===== src/rtl/bsa_pkg.sv =====
// Package for the bitmap slot allocator: field widths, command codes,
// register map and the control struct passed from the register block to the core.
// Depends on nothing; every other file of the block uses it.
package bsa_pkg;

   // Default sizing of the bitmap.
   localparam int MAX_BITS_DEFAULT  = 1024;
   localparam int WORD_BITS_DEFAULT = 32;

   // Fixed field widths of the transactions.
   localparam int CMD_W   = 2;
   localparam int SLOT_W  = 10;
   localparam int COUNT_W = 11;

   typedef logic [CMD_W-1:0]   cmd_type;
   typedef logic [SLOT_W-1:0]  slot_type;
   typedef logic [COUNT_W-1:0] count_type;

   // Command codes.
   localparam cmd_type CMD_MARK  = 2'd0;
   localparam cmd_type CMD_CLEAR = 2'd1;
   localparam cmd_type CMD_ALLOC = 2'd2;
   localparam cmd_type CMD_QUERY = 2'd3;

   // Register map: one 32-bit register at byte address 0.
   localparam int        CSR_ADDR_W        = 3;
   localparam int        CSR_DATA_W        = 32;
   localparam logic      REG_BITS_IN_USE   = 1'b0;
   localparam count_type BITS_IN_USE_RESET = 11'd1024;

   // Control from the register block to the core.
   typedef struct packed {
      count_type bits_in_use;
      logic      wipe;
   } csr_ctrl_type;

endpackage


===== src/rtl/bsa_channels.sv =====
// Request and response channel interfaces of the bitmap slot allocator.
// Depends on bsa_pkg for the payload types.
interface bsa_req_if;
   logic               valid;
   logic               ready;
   bsa_pkg::cmd_type   cmd;
   bsa_pkg::slot_type  slot_index;

   modport source (output valid, output cmd, output slot_index, input ready);
   modport sink   (input valid, input cmd, input slot_index, output ready);
endinterface

interface bsa_rsp_if;
   logic                valid;
   logic                ready;
   logic                was_marked;
   logic                found;
   bsa_pkg::slot_type   alloc_slot;
   bsa_pkg::count_type  free_count;
   logic                index_error;

   modport source (output valid, output was_marked, output found, output alloc_slot,
                   output free_count, output index_error, input ready);
   modport sink   (input valid, input was_marked, input found, input alloc_slot,
                   input free_count, input index_error, output ready);
endinterface


===== src/rtl/bsa_ram.sv =====
// Generic simple dual-port RAM: one write port, one read port, registered read data.
// Depends on bsa_pkg for its default sizing.
module bsa_ram #(
   parameter int WIDTH = bsa_pkg::WORD_BITS_DEFAULT,
   parameter int DEPTH = bsa_pkg::MAX_BITS_DEFAULT / bsa_pkg::WORD_BITS_DEFAULT,
   localparam int AW   = (DEPTH > 1) ? $clog2(DEPTH) : 1
) (
   input  logic             clock,
   input  logic             we,
   input  logic [AW-1:0]    waddr,
   input  logic [WIDTH-1:0] wdata,
   input  logic             re,
   input  logic [AW-1:0]    raddr,
   output logic [WIDTH-1:0] rdata
);

   logic [WIDTH-1:0] mem_ff [DEPTH];
   logic [WIDTH-1:0] rdata_ff;

   // Write port.
   always_ff @(posedge clock) begin
      if (we) begin
         mem_ff[waddr] <= wdata;
      end
   end

   // Read port; data holds until the next read.
   always_ff @(posedge clock) begin
      if (re) begin
         rdata_ff <= mem_ff[raddr];
      end
   end

   assign rdata = rdata_ff;

endmodule


===== src/rtl/bsa_csr.sv =====
// APB-style register block of the bitmap slot allocator: holds bits_in_use and
// signals a bitmap wipe on every write of it. Depends on bsa_pkg.
module bsa_csr (
   input  logic                               clock,
   input  logic                               reset,
   input  logic                               csr_psel,
   input  logic                               csr_penable,
   input  logic                               csr_pwrite,
   input  logic [bsa_pkg::CSR_ADDR_W-1:0]     csr_paddr,
   input  logic [bsa_pkg::CSR_DATA_W-1:0]     csr_pwdata,
   output logic [bsa_pkg::CSR_DATA_W-1:0]     csr_prdata,
   output logic                               csr_pready,
   output bsa_pkg::csr_ctrl_type              ctrl
);

   bsa_pkg::count_type bits_in_use_ff;
   bsa_pkg::count_type bits_in_use_in;
   logic               reg_sel;
   logic               write_fire;

   // Address decode and write strobe; the port never waits.
   assign reg_sel    = (csr_paddr[bsa_pkg::CSR_ADDR_W-1:2] == bsa_pkg::REG_BITS_IN_USE);
   assign write_fire = csr_psel && csr_penable && csr_pwrite;
   assign csr_pready = 1'b1;

   always_comb begin
      bits_in_use_in = bits_in_use_ff;
      if (write_fire && reg_sel) begin
         bits_in_use_in = csr_pwdata[bsa_pkg::COUNT_W-1:0];
      end
   end

   always_ff @(posedge clock) begin
      if (reset) begin
         bits_in_use_ff <= bsa_pkg::BITS_IN_USE_RESET;
      end else begin
         bits_in_use_ff <= bits_in_use_in;
      end
   end

   // Read data; addresses past the register read as zero.
   assign csr_prdata = reg_sel ?
                       {{(bsa_pkg::CSR_DATA_W - bsa_pkg::COUNT_W){1'b0}}, bits_in_use_ff} :
                       '0;

   // The wipe takes effect at the same edge as the register write.
   assign ctrl.bits_in_use = bits_in_use_ff;
   assign ctrl.wipe        = write_fire && reg_sel;

endmodule


===== src/rtl/bsa_core.sv =====
// Core of the bitmap slot allocator: sequencer, word memory read-modify-write,
// full-word summary, marked-slot count and response register.
// Depends on bsa_pkg, bsa_channels and bsa_ram.
module bsa_core #(
   parameter int MAX_BITS  = bsa_pkg::MAX_BITS_DEFAULT,
   parameter int WORD_BITS = bsa_pkg::WORD_BITS_DEFAULT
) (
   input  logic                  clock,
   input  logic                  reset,
   input  bsa_pkg::csr_ctrl_type ctrl,
   bsa_req_if.sink               req_chan,
   bsa_rsp_if.source             rsp_chan
);

   localparam int NUM_WORDS = (MAX_BITS + WORD_BITS - 1) / WORD_BITS;
   localparam int WA_W      = (NUM_WORDS > 1) ? $clog2(NUM_WORDS) : 1;
   localparam int BIT_W     = $clog2(WORD_BITS);
   localparam int IDX_W     = $clog2(MAX_BITS);
   localparam int SX_W      = (IDX_W > bsa_pkg::SLOT_W) ? IDX_W : bsa_pkg::SLOT_W;
   localparam int LIVE_W    = $clog2(MAX_BITS + 1);
   localparam int CMP_W     = (LIVE_W > bsa_pkg::COUNT_W) ? LIVE_W : bsa_pkg::COUNT_W;
   // Exact reciprocal for slot / WORD_BITS over SX_W-bit slot numbers.
   localparam int DIV_SH    = SX_W + BIT_W;
   localparam int DIV_M     = ((1 << DIV_SH) + WORD_BITS - 1) / WORD_BITS;
   localparam int PROD_W    = SX_W + DIV_SH;

   // Sequencer states.
   localparam logic [1:0] S_CLEAR = 2'd0;
   localparam logic [1:0] S_IDLE  = 2'd1;
   localparam logic [1:0] S_EXEC  = 2'd2;

   logic [1:0]            state_ff, state_in;
   logic [WA_W-1:0]       clr_ptr_ff, clr_ptr_in;
   logic [NUM_WORDS-1:0]  summary_ff, summary_in;
   logic [LIVE_W-1:0]     marked_ff, marked_in;

   bsa_pkg::cmd_type      cmd_ff;
   logic [SX_W-1:0]       idx_ff;
   logic [WA_W-1:0]       word_ff;
   logic                  word_hit_ff;

   logic                  rsp_valid_ff, rsp_valid_in;
   logic                  rsp_was_ff;
   logic                  rsp_found_ff;
   bsa_pkg::slot_type     rsp_slot_ff;
   bsa_pkg::count_type    rsp_free_ff;
   logic                  rsp_err_ff;

   logic [CMP_W-1:0]      live_slots;
   logic                  accept;
   logic                  free_word_hit;
   logic [WA_W-1:0]       free_word;
   logic [PROD_W-1:0]     div_prod;
   logic [SX_W-1:0]       div_quot;
   logic [WA_W-1:0]       rd_addr;

   logic [WORD_BITS-1:0]  old_word;
   logic [WORD_BITS-1:0]  new_word;
   logic [SX_W-1:0]       off_full;
   logic [BIT_W-1:0]      bit_off;
   logic                  old_bit;
   logic                  index_err;
   logic                  zero_hit;
   logic [BIT_W-1:0]      zero_pos;
   logic [CMP_W-1:0]      cand;
   logic                  alloc_found;
   logic                  exec_fire;
   logic                  do_write;
   logic [CMP_W-1:0]      free_full;

   logic                  ram_we;
   logic [WA_W-1:0]       ram_waddr;
   logic [WORD_BITS-1:0]  ram_wdata;

   // Live slot count: register values above MAX_BITS act as MAX_BITS.
   assign live_slots = (CMP_W'(ctrl.bits_in_use) > CMP_W'(MAX_BITS)) ?
                       CMP_W'(MAX_BITS) : CMP_W'(ctrl.bits_in_use);

   assign req_chan.ready = (state_ff == S_IDLE);
   assign accept         = req_chan.valid && req_chan.ready;

   // Lowest word that is not fully marked, from the summary vector.
   always_comb begin
      free_word_hit = 1'b0;
      free_word     = '0;
      for (int w = NUM_WORDS - 1; w >= 0; w--) begin
         if (!summary_ff[w]) begin
            free_word_hit = 1'b1;
            free_word     = WA_W'(w);
         end
      end
   end

   // Word number of the addressed slot by reciprocal multiplication.
   assign div_prod = PROD_W'(req_chan.slot_index) * PROD_W'(DIV_M);
   assign div_quot = div_prod[PROD_W-1:DIV_SH];
   assign rd_addr  = (req_chan.cmd == bsa_pkg::CMD_ALLOC) ? free_word : div_quot[WA_W-1:0];

   // Execute cycle: the word read at accept is now in the RAM output register.
   assign off_full  = idx_ff - SX_W'(word_ff) * SX_W'(WORD_BITS);
   assign bit_off   = off_full[BIT_W-1:0];
   assign old_bit   = old_word[bit_off];
   assign index_err = (cmd_ff != bsa_pkg::CMD_ALLOC) && (CMP_W'(idx_ff) >= live_slots);

   // Lowest clear bit of the word picked for allocation.
   always_comb begin
      zero_hit = 1'b0;
      zero_pos = '0;
      for (int b = WORD_BITS - 1; b >= 0; b--) begin
         if (!old_word[b]) begin
            zero_hit = 1'b1;
            zero_pos = BIT_W'(b);
         end
      end
   end

   assign cand        = CMP_W'(word_ff) * CMP_W'(WORD_BITS) + CMP_W'(zero_pos);
   assign alloc_found = word_hit_ff && zero_hit && (cand < live_slots);

   // Modified word and count update.
   always_comb begin
      new_word  = old_word;
      marked_in = marked_ff;
      case (cmd_ff)
         bsa_pkg::CMD_MARK: begin
            new_word = old_word | (WORD_BITS'(1) << bit_off);
            if (!old_bit) begin
               marked_in = marked_ff + LIVE_W'(1);
            end
         end
         bsa_pkg::CMD_CLEAR: begin
            new_word = old_word & ~(WORD_BITS'(1) << bit_off);
            if (old_bit) begin
               marked_in = marked_ff - LIVE_W'(1);
            end
         end
         bsa_pkg::CMD_ALLOC: begin
            if (alloc_found) begin
               new_word  = old_word | (WORD_BITS'(1) << zero_pos);
               marked_in = marked_ff + LIVE_W'(1);
            end
         end
         default: begin
            new_word  = old_word;
            marked_in = marked_ff;
         end
      endcase
      if (index_err) begin
         new_word  = old_word;
         marked_in = marked_ff;
      end
   end

   // The result leaves for the output register only when that register is free.
   assign exec_fire = (state_ff == S_EXEC) && (!rsp_valid_ff || rsp_chan.ready);
   assign do_write  = exec_fire && !index_err && (cmd_ff != bsa_pkg::CMD_QUERY) &&
                      ((cmd_ff != bsa_pkg::CMD_ALLOC) || alloc_found);
   assign free_full = live_slots - CMP_W'(marked_in);

   // Summary bit of the written word follows its new contents.
   always_comb begin
      summary_in = summary_ff;
      if (do_write) begin
         summary_in[word_ff] = &new_word;
      end
   end

   // Memory ports: the clearing pass owns the write port.
   always_comb begin
      if (state_ff == S_CLEAR) begin
         ram_we    = 1'b1;
         ram_waddr = clr_ptr_ff;
         ram_wdata = '0;
      end else begin
         ram_we    = do_write;
         ram_waddr = word_ff;
         ram_wdata = new_word;
      end
   end

   bsa_ram #(
      .WIDTH (WORD_BITS),
      .DEPTH (NUM_WORDS)
   ) u_word_ram (
      .clock (clock),
      .we    (ram_we),
      .waddr (ram_waddr),
      .wdata (ram_wdata),
      .re    (accept),
      .raddr (rd_addr),
      .rdata (old_word)
   );

   // Sequencer next state.
   always_comb begin
      state_in   = state_ff;
      clr_ptr_in = clr_ptr_ff;
      case (state_ff)
         S_CLEAR: begin
            clr_ptr_in = clr_ptr_ff + WA_W'(1);
            if (clr_ptr_ff == WA_W'(NUM_WORDS - 1)) begin
               state_in = S_IDLE;
            end
         end
         S_IDLE: begin
            if (accept) begin
               state_in = S_EXEC;
            end
         end
         S_EXEC: begin
            if (exec_fire) begin
               state_in = S_IDLE;
            end
         end
         default: begin
            state_in = S_CLEAR;
         end
      endcase
   end

   assign rsp_valid_in = exec_fire ? 1'b1 : (rsp_chan.ready ? 1'b0 : rsp_valid_ff);

   // Control state; a bits_in_use write restarts the clearing pass.
   always_ff @(posedge clock) begin
      if (reset) begin
         state_ff     <= S_CLEAR;
         clr_ptr_ff   <= '0;
         summary_ff   <= '0;
         marked_ff    <= '0;
         rsp_valid_ff <= 1'b0;
      end else begin
         rsp_valid_ff <= rsp_valid_in;
         if (ctrl.wipe) begin
            state_ff   <= S_CLEAR;
            clr_ptr_ff <= '0;
            summary_ff <= '0;
            marked_ff  <= '0;
         end else begin
            state_ff   <= state_in;
            clr_ptr_ff <= clr_ptr_in;
            summary_ff <= summary_in;
            if (exec_fire) begin
               marked_ff <= marked_in;
            end
         end
      end
   end

   // Request capture at accept.
   always_ff @(posedge clock) begin
      if (accept) begin
         cmd_ff      <= req_chan.cmd;
         idx_ff      <= SX_W'(req_chan.slot_index);
         word_ff     <= rd_addr;
         word_hit_ff <= free_word_hit;
      end
   end

   // Response payload register.
   always_ff @(posedge clock) begin
      if (exec_fire) begin
         rsp_was_ff   <= (cmd_ff != bsa_pkg::CMD_ALLOC) && !index_err && old_bit;
         rsp_found_ff <= (cmd_ff == bsa_pkg::CMD_ALLOC) && alloc_found;
         rsp_slot_ff  <= ((cmd_ff == bsa_pkg::CMD_ALLOC) && alloc_found) ?
                         cand[bsa_pkg::SLOT_W-1:0] : '0;
         rsp_free_ff  <= free_full[bsa_pkg::COUNT_W-1:0];
         rsp_err_ff   <= index_err;
      end
   end

   assign rsp_chan.valid       = rsp_valid_ff;
   assign rsp_chan.was_marked  = rsp_was_ff;
   assign rsp_chan.found       = rsp_found_ff;
   assign rsp_chan.alloc_slot  = rsp_slot_ff;
   assign rsp_chan.free_count  = rsp_free_ff;
   assign rsp_chan.index_error = rsp_err_ff;

endmodule


===== src/rtl/bitmap_slot_allocator.sv =====
// Top level of the bitmap slot allocator: register block and core.
// Depends on bsa_pkg, bsa_channels, bsa_csr and bsa_core.
//
//   Channel   Direction  Handshake               Contents
//   req_chan  in         valid/ready             cmd, slot_index
//   rsp_chan  out        valid/ready             was_marked, found, alloc_slot,
//                                                free_count, index_error
//   csr_*     in/out     APB setup+access, pready=1  bits_in_use at byte address 0
//
// Each request has its bitmap word read from the word memory when it is accepted, then
// modified and written back in the execute state; the next request is taken after that.
// After reset and after every write of bits_in_use a clearing pass zeroes the word
// memory, one word a cycle, ceil(MAX_BITS/WORD_BITS) words (32 by default); req_chan.ready
// stays low during the pass. A response waiting on rsp_chan does not block the next
// request from being accepted; that request completes once the output register frees.
module bitmap_slot_allocator #(
   parameter int MAX_BITS  = bsa_pkg::MAX_BITS_DEFAULT,
   parameter int WORD_BITS = bsa_pkg::WORD_BITS_DEFAULT
) (
   input  logic                           clock,
   input  logic                           reset,
   bsa_req_if.sink                        req_chan,
   bsa_rsp_if.source                      rsp_chan,
   input  logic                           csr_psel,
   input  logic                           csr_penable,
   input  logic                           csr_pwrite,
   input  logic [bsa_pkg::CSR_ADDR_W-1:0] csr_paddr,
   input  logic [bsa_pkg::CSR_DATA_W-1:0] csr_pwdata,
   output logic [bsa_pkg::CSR_DATA_W-1:0] csr_prdata,
   output logic                           csr_pready
);

   bsa_pkg::csr_ctrl_type ctrl;

   // Register block.
   bsa_csr u_csr (
      .clock       (clock),
      .reset       (reset),
      .csr_psel    (csr_psel),
      .csr_penable (csr_penable),
      .csr_pwrite  (csr_pwrite),
      .csr_paddr   (csr_paddr),
      .csr_pwdata  (csr_pwdata),
      .csr_prdata  (csr_prdata),
      .csr_pready  (csr_pready),
      .ctrl        (ctrl)
   );

   // Allocator core.
   bsa_core #(
      .MAX_BITS  (MAX_BITS),
      .WORD_BITS (WORD_BITS)
   ) u_core (
      .clock    (clock),
      .reset    (reset),
      .ctrl     (ctrl),
      .req_chan (req_chan),
      .rsp_chan (rsp_chan)
   );

`ifndef ASSERT_OFF
   // A successful allocation never reports an index error or a marked old bit.
   a_found_clean: assert property (@(posedge clock) disable iff (reset)
      (rsp_chan.valid && rsp_chan.found) |-> (!rsp_chan.index_error && !rsp_chan.was_marked))
      else $error("allocation result carries error or old mark");

   // An index error leaves no allocation outcome.
   a_error_clean: assert property (@(posedge clock) disable iff (reset)
      (rsp_chan.valid && rsp_chan.index_error) |->
      (!rsp_chan.found && (rsp_chan.alloc_slot == '0) && !rsp_chan.was_marked))
      else $error("index error result carries allocation data");

   // A bits_in_use write starts the clearing pass, so no request is taken next cycle.
   a_wipe_blocks: assert property (@(posedge clock) disable iff (reset)
      ctrl.wipe |=> !req_chan.ready)
      else $error("request accepted right after a bitmap wipe");
`endif

endmodule

===== src/flat_wrapper.sv =====
// flat-port wrapper written by rule: the top's interface ports become plain ports
module bitmap_slot_allocator_flat 
#(
   parameter int MAX_BITS  = bsa_pkg::MAX_BITS_DEFAULT,
   parameter int WORD_BITS = bsa_pkg::WORD_BITS_DEFAULT
)
  (clock, reset, csr_psel, csr_penable, csr_pwrite, csr_paddr, csr_pwdata, csr_prdata, csr_pready, req_chan_valid, req_chan_cmd, req_chan_slot_index, req_chan_ready, rsp_chan_valid, rsp_chan_was_marked, rsp_chan_found, rsp_chan_alloc_slot, rsp_chan_free_count, rsp_chan_index_error, rsp_chan_ready);
  bsa_req_if req_chan_i ();
  bsa_rsp_if rsp_chan_i ();
  input  logic clock;
  input  logic reset;
  input  logic csr_psel;
  input  logic csr_penable;
  input  logic csr_pwrite;
  input  logic [bsa_pkg::CSR_ADDR_W-1:0] csr_paddr;
  input  logic [bsa_pkg::CSR_DATA_W-1:0] csr_pwdata;
  output logic [bsa_pkg::CSR_DATA_W-1:0] csr_prdata;
  output logic csr_pready;
  input wire logic [$bits(req_chan_i.valid)-1:0] req_chan_valid;
  input wire logic [$bits(req_chan_i.cmd)-1:0] req_chan_cmd;
  input wire logic [$bits(req_chan_i.slot_index)-1:0] req_chan_slot_index;
  output wire logic [$bits(req_chan_i.ready)-1:0] req_chan_ready;
  output wire logic [$bits(rsp_chan_i.valid)-1:0] rsp_chan_valid;
  output wire logic [$bits(rsp_chan_i.was_marked)-1:0] rsp_chan_was_marked;
  output wire logic [$bits(rsp_chan_i.found)-1:0] rsp_chan_found;
  output wire logic [$bits(rsp_chan_i.alloc_slot)-1:0] rsp_chan_alloc_slot;
  output wire logic [$bits(rsp_chan_i.free_count)-1:0] rsp_chan_free_count;
  output wire logic [$bits(rsp_chan_i.index_error)-1:0] rsp_chan_index_error;
  input wire logic [$bits(rsp_chan_i.ready)-1:0] rsp_chan_ready;
  assign req_chan_i.valid = req_chan_valid;
  assign req_chan_i.cmd = req_chan_cmd;
  assign req_chan_i.slot_index = req_chan_slot_index;
  assign req_chan_ready = req_chan_i.ready;
  assign rsp_chan_valid = rsp_chan_i.valid;
  assign rsp_chan_was_marked = rsp_chan_i.was_marked;
  assign rsp_chan_found = rsp_chan_i.found;
  assign rsp_chan_alloc_slot = rsp_chan_i.alloc_slot;
  assign rsp_chan_free_count = rsp_chan_i.free_count;
  assign rsp_chan_index_error = rsp_chan_i.index_error;
  assign rsp_chan_i.ready = rsp_chan_ready;
  bitmap_slot_allocator #(.MAX_BITS(MAX_BITS), .WORD_BITS(WORD_BITS)) u_core (.clock(clock), .reset(reset), .req_chan(req_chan_i), .rsp_chan(rsp_chan_i), .csr_psel(csr_psel), .csr_penable(csr_penable), .csr_pwrite(csr_pwrite), .csr_paddr(csr_paddr), .csr_pwdata(csr_pwdata), .csr_prdata(csr_prdata), .csr_pready(csr_pready));
endmodule

===== config.mk =====
export PLATFORM = sky130hd
export DESIGN_NAME = bitmap_slot_allocator_flat
export DESIGN_NICKNAME = d
export VERILOG_FILES = /design/src/rtl/bsa_pkg.sv /design/src/rtl/bsa_channels.sv /design/src/rtl/bsa_ram.sv /design/src/rtl/bsa_csr.sv /design/src/rtl/bsa_core.sv /design/src/rtl/bitmap_slot_allocator.sv /design/src/flat_wrapper.sv
export SDC_FILE = /design/constraint.sdc
export NUM_CORES = 2
export LEC_CHECK = 0
export ABC_CLOCK_PERIOD_IN_PS = 14450
export BUFFER_PORTS_ARGS = -buffer_cell sky130_fd_sc_hd__buf_2
export CAP_MARGIN = 25
export CORE_UTILIZATION = 45
export CTS_CLUSTER_DIAMETER = 50
export CTS_CLUSTER_SIZE = 40
export DETAILED_ROUTE_END_ITERATION = 12
export SLEW_MARGIN = 20
export SYNTH_ARGS = -nofsm -noshare
export SYNTH_HDL_FRONTEND = slang
export SYNTH_SLANG_ARGS = --single-unit

===== constraint.sdc =====
create_clock -name clock -period 14.45 [get_ports clock]
set_input_delay 1.445 -clock clock [delete_from_list [all_inputs] [get_ports clock]]
set_output_delay 1.445 -clock clock [all_outputs]
set_load 0.005 [all_outputs]

==> summary.md <==
| Metric | Value |
|---|---|
| Fraction of layout cells with a size suffix above 1 | 0.1521 |
| Most frequent cell after synthesis | edfxtp_1 |
| Ys flop type | edfxtp_1 |
| Synth top area share | 0.6588 |
| EDFF count, synth | 1098 |
| Worst Clk Skew | 34.14 ps |
| Leakage | 17.63 nW |
| Syn Inst Count | 3364 |
| Nets | 3520 |
| Async S/R FF share, synth | 0 |
| Crit path launch type | flop |
| Final number of max-transition violations | 0 |
| Worst EP required | 14900 ps |
| Seq/Total Area, Yosys | 0.6836 |
| Synth Area in Simple Gates | 0.07570 |
| Clock root buffer | clkbuf_16 |
| GRT overflow | 0 |
| Multi-input gate area | 15120 um2 |
| Setup crit end kind | flop |
| Ports | 113 |
| Starting density of the core | 0.4566 |
| Placer Congestion | 0.9440 |
| Largest family of logic cells by synthesized area | multiplexers |
| Final hold viol count | 0 |
| CTS hold repair buffers | 0 |
| Worst-Margin Slew | 1089 ps |
| Fillers | 9042 |
| Syn-to-layout area delta | 12.76% |
| Area leader, netlist | edfxtp_1 |
| Status | completed |
| GRT Overall Usage | 0.2449 |
| Synth Warn # | 0 |
| Unrepaired setup endpoints after global routing | no |
| Synth Area in Adders | 0.008650 |
| Final Util | 0.5148 |
| Critical path fanouts, max | 9 |
| H-Tree Depth | 3 |
| Clk pin slew, worst setup/hold paths | 70 ps |
| Clock Latency Late Sink | 720 ps |
| Buffers on Ports | 67 |
| Distinct cells, synth | 98 |
| Relative max-transition margin | 0.2645 |
| # clock sinks | 1160 |
| Pwr dens | 125.5 nW/um2 |
| WL per Instance | 27.72 um |
| Routed Antenna Nets | 0 |
| TNS Setup | 0 ps |
| Diodes inserted | 0 |
| Die Footprint | 112600 um2 |
| Design area | 56430 um2 |
| Vias | 29890 |
| CTS buffer count | 111 |
| Largest net degree at the start of global routing | 138 |
| Initial antenna violation count | 0 |
| Worst endpoint data arrival time | 7640 ps |
| Yosys reg bits | 1160 |
| CTS max path bufs | 3 |
| Achievable Freq | 0.1390 GHz |
| CP max stage cell | edfxtp_1 |
| Drt initial violations | 2877 |
| Max incr delay on CP | 630 ps |
| Crit path kind | flop to flop |
| Setup Buffers After CTS | 0 |
| Max-Cap Viols | 0 |
| Final total power | 7.082 mW |
| Die Y | 335.5 um |
| Mapped cell area | 50050 um2 |
| # setup viols final | 0 |
| Routed wire length | 138.8 mm |
| Compound-Gate Fraction of Synth Area | 0.08920 |
| Sequential cell area | 34210 um2 |
| Core box area | 109600 um2 |
| Post-placement cell area | 52350 um2 |
| First-pass GRT wire length | 199.2 mm |
| Mux cell area share after synthesis | 0.1164 |
| Row cnt | 121 |
| Hold Crit Class | flop to flop |
| Top post-synthesis cells by area | edfxtp_1 66%, mux2i_1 8.2%, mux4_2 3.3%, dfxtp_1 2.5%, a211oi_1 2.5% |
| Synth cell count leaders | 1098 x edfxtp_1, 410 x mux2i_1, 204 x a21oi_1 |
| Vias in the first global route | 29230 |
| Avg Vias per Cell | 5.971 |
| Synth Area in XOR/XNOR | 0.002450 |
| CTS tree | built |
| PostCTS Resize Cnt | 0 |
| Die W | 335.5 um |
| Minimum clock period | 7193 ps |
| Worst IR Drop VDD | 0.09224 mV |
| Dpl hpwl | 79.62 mm |
| Final Cycle Share | 0.4978 |
| Drt drc | 0 |
| Drt first pass iters | 5 |
| Mean post-synth cell area | 14.88 um2 |
## registers in the layout, summed over array words and instances, names as in the netlist
| signal | cells |
|---|---|
| u_core.u_core.rsp_chan.index_error | 1 |
| u_core.u_core.rsp_chan.free_count | 11 |
| u_core.u_core.u_word_ram.mem_ff | 1024 |
| u_core.u_core.rsp_chan.was_marked | 1 |
| u_core.u_core.rsp_chan.found | 1 |
| u_core.u_core.summary_ff | 32 |
| u_core.u_core.u_word_ram.rdata | 32 |
| u_core.u_core.rsp_chan.valid | 1 |
| u_core.u_core.rsp_chan.alloc_slot | 10 |
| u_core.u_core.clr_ptr_ff | 5 |
| u_core.u_core.cmd_ff | 2 |
| u_core.u_core.marked_ff | 11 |
| u_core.u_core.word_hit_ff | 1 |
| u_core.u_csr.bits_in_use_ff | 11 |
| u_core.u_core.word_ff | 5 |
| u_core.u_core.state_ff | 2 |
| u_core.u_core.idx_ff | 10 |
## metal layers
metal	GRT usage	vias to the layer above	wire, um
met5	0	-	0
met4	0.09550	0	5113
met3	0.03725	221	9109
met2	0.3863	1163	64150
met1	0.3417	15180	60420
li1	-	13330	-
## path summary, 6_finish.rpt
path | startpoint | slack (ps) | depth (start not counted) | endpoint
min reg2reg | u_core.u_csr.bits_in_use_ff[5]$_SDFFE_PP0P_ | 480 | 2 | u_core.u_csr.bits_in_use_ff[5]$_SDFFE_PP0P_
min | u_core.u_csr.bits_in_use_ff[5]$_SDFFE_PP0P_ | 480 | 2 | u_core.u_csr.bits_in_use_ff[5]$_SDFFE_PP0P_
max reg2reg | u_core.u_core.u_word_ram.rdata[14]$_DFFE_PP_ | 7260 | 26 | u_core.u_core.rsp_chan.free_count[9]$_DFFE_PP_
max | u_core.u_core.u_word_ram.rdata[14]$_DFFE_PP_ | 7260 | 26 | u_core.u_core.rsp_chan.free_count[9]$_DFFE_PP_
## layout by cell type (no fill, tap or decap), types with 43 or more instances in the layout
master     synthesis  final
a21oi_1          204    195
mux2i_1          410    410
a211oi_1         165    165
edfxtp_1        1098   1098
nand3_1           60     60
o21ai_0           54     54
nand2_1          184    180
buf_2             53     68
dfxtp_1           62     62
mux4_2            74     74
nor2_1           137     94
clkbuf_16          0    112
buf_4             23     83
inv_1             44     43
and2_1           145    141
## logic make-up (layout without fill, tap and decap cells)
family,Yosys count,in the layout
buf+inv,273,419
xor+xnor,14,14
fa+ha+maj,34,34
compound gates,664,664
simple gates,728,728
other cells,2,22
mux,489,489
flops,1160,1160
## stage by stage
stage / hold slack, ps / std cells / worst slack (ps)
after detailed placement: 470.2 / 4788 / 6961
after CTS: 479.0 / 4999 / 7315
after global placement: 458.8 / 4786 / 7065
after floorplan: 445.2 / 3384 / 9119
final: 477.8 / 5006 / 7257
after global routing: 496.5 / 5006 / 6791
## layout make-up
type,instances,area share
clock buffer,118,0.05006
tap,1476,0.03273
sequential,1160,0.6063
inverter,47,0.003304
multi-input combinational,1951,0.2680
timing repair buffer,161,0.01971
clock inverter,93,0.01991
## power breakdown
| part | switching (mW) | leakage (nW) | total (mW) | internal [mW] |
|---|---|---|---|---|
| clock network | 1.38 | 1.90 | 3.09 | 1.71 |
| logic | 0.207 | 6.94 | 0.320 | 0.113 |
| registers | 0.0104 | 8.79 | 3.68 | 3.67 |
## worst max-delay path, delay by kind of cell, from the launching register on
family	cells	cell delay, ps
buffers and inverters	2	750
XOR/XNOR	1	70
AO/OA/AOI/OAI	13	3130
AND/OR/NAND/NOR	8	1650
flip-flops	1	630
adder cells (fa/ha/maj)	2	660
(Power assumes the default switching activity.)
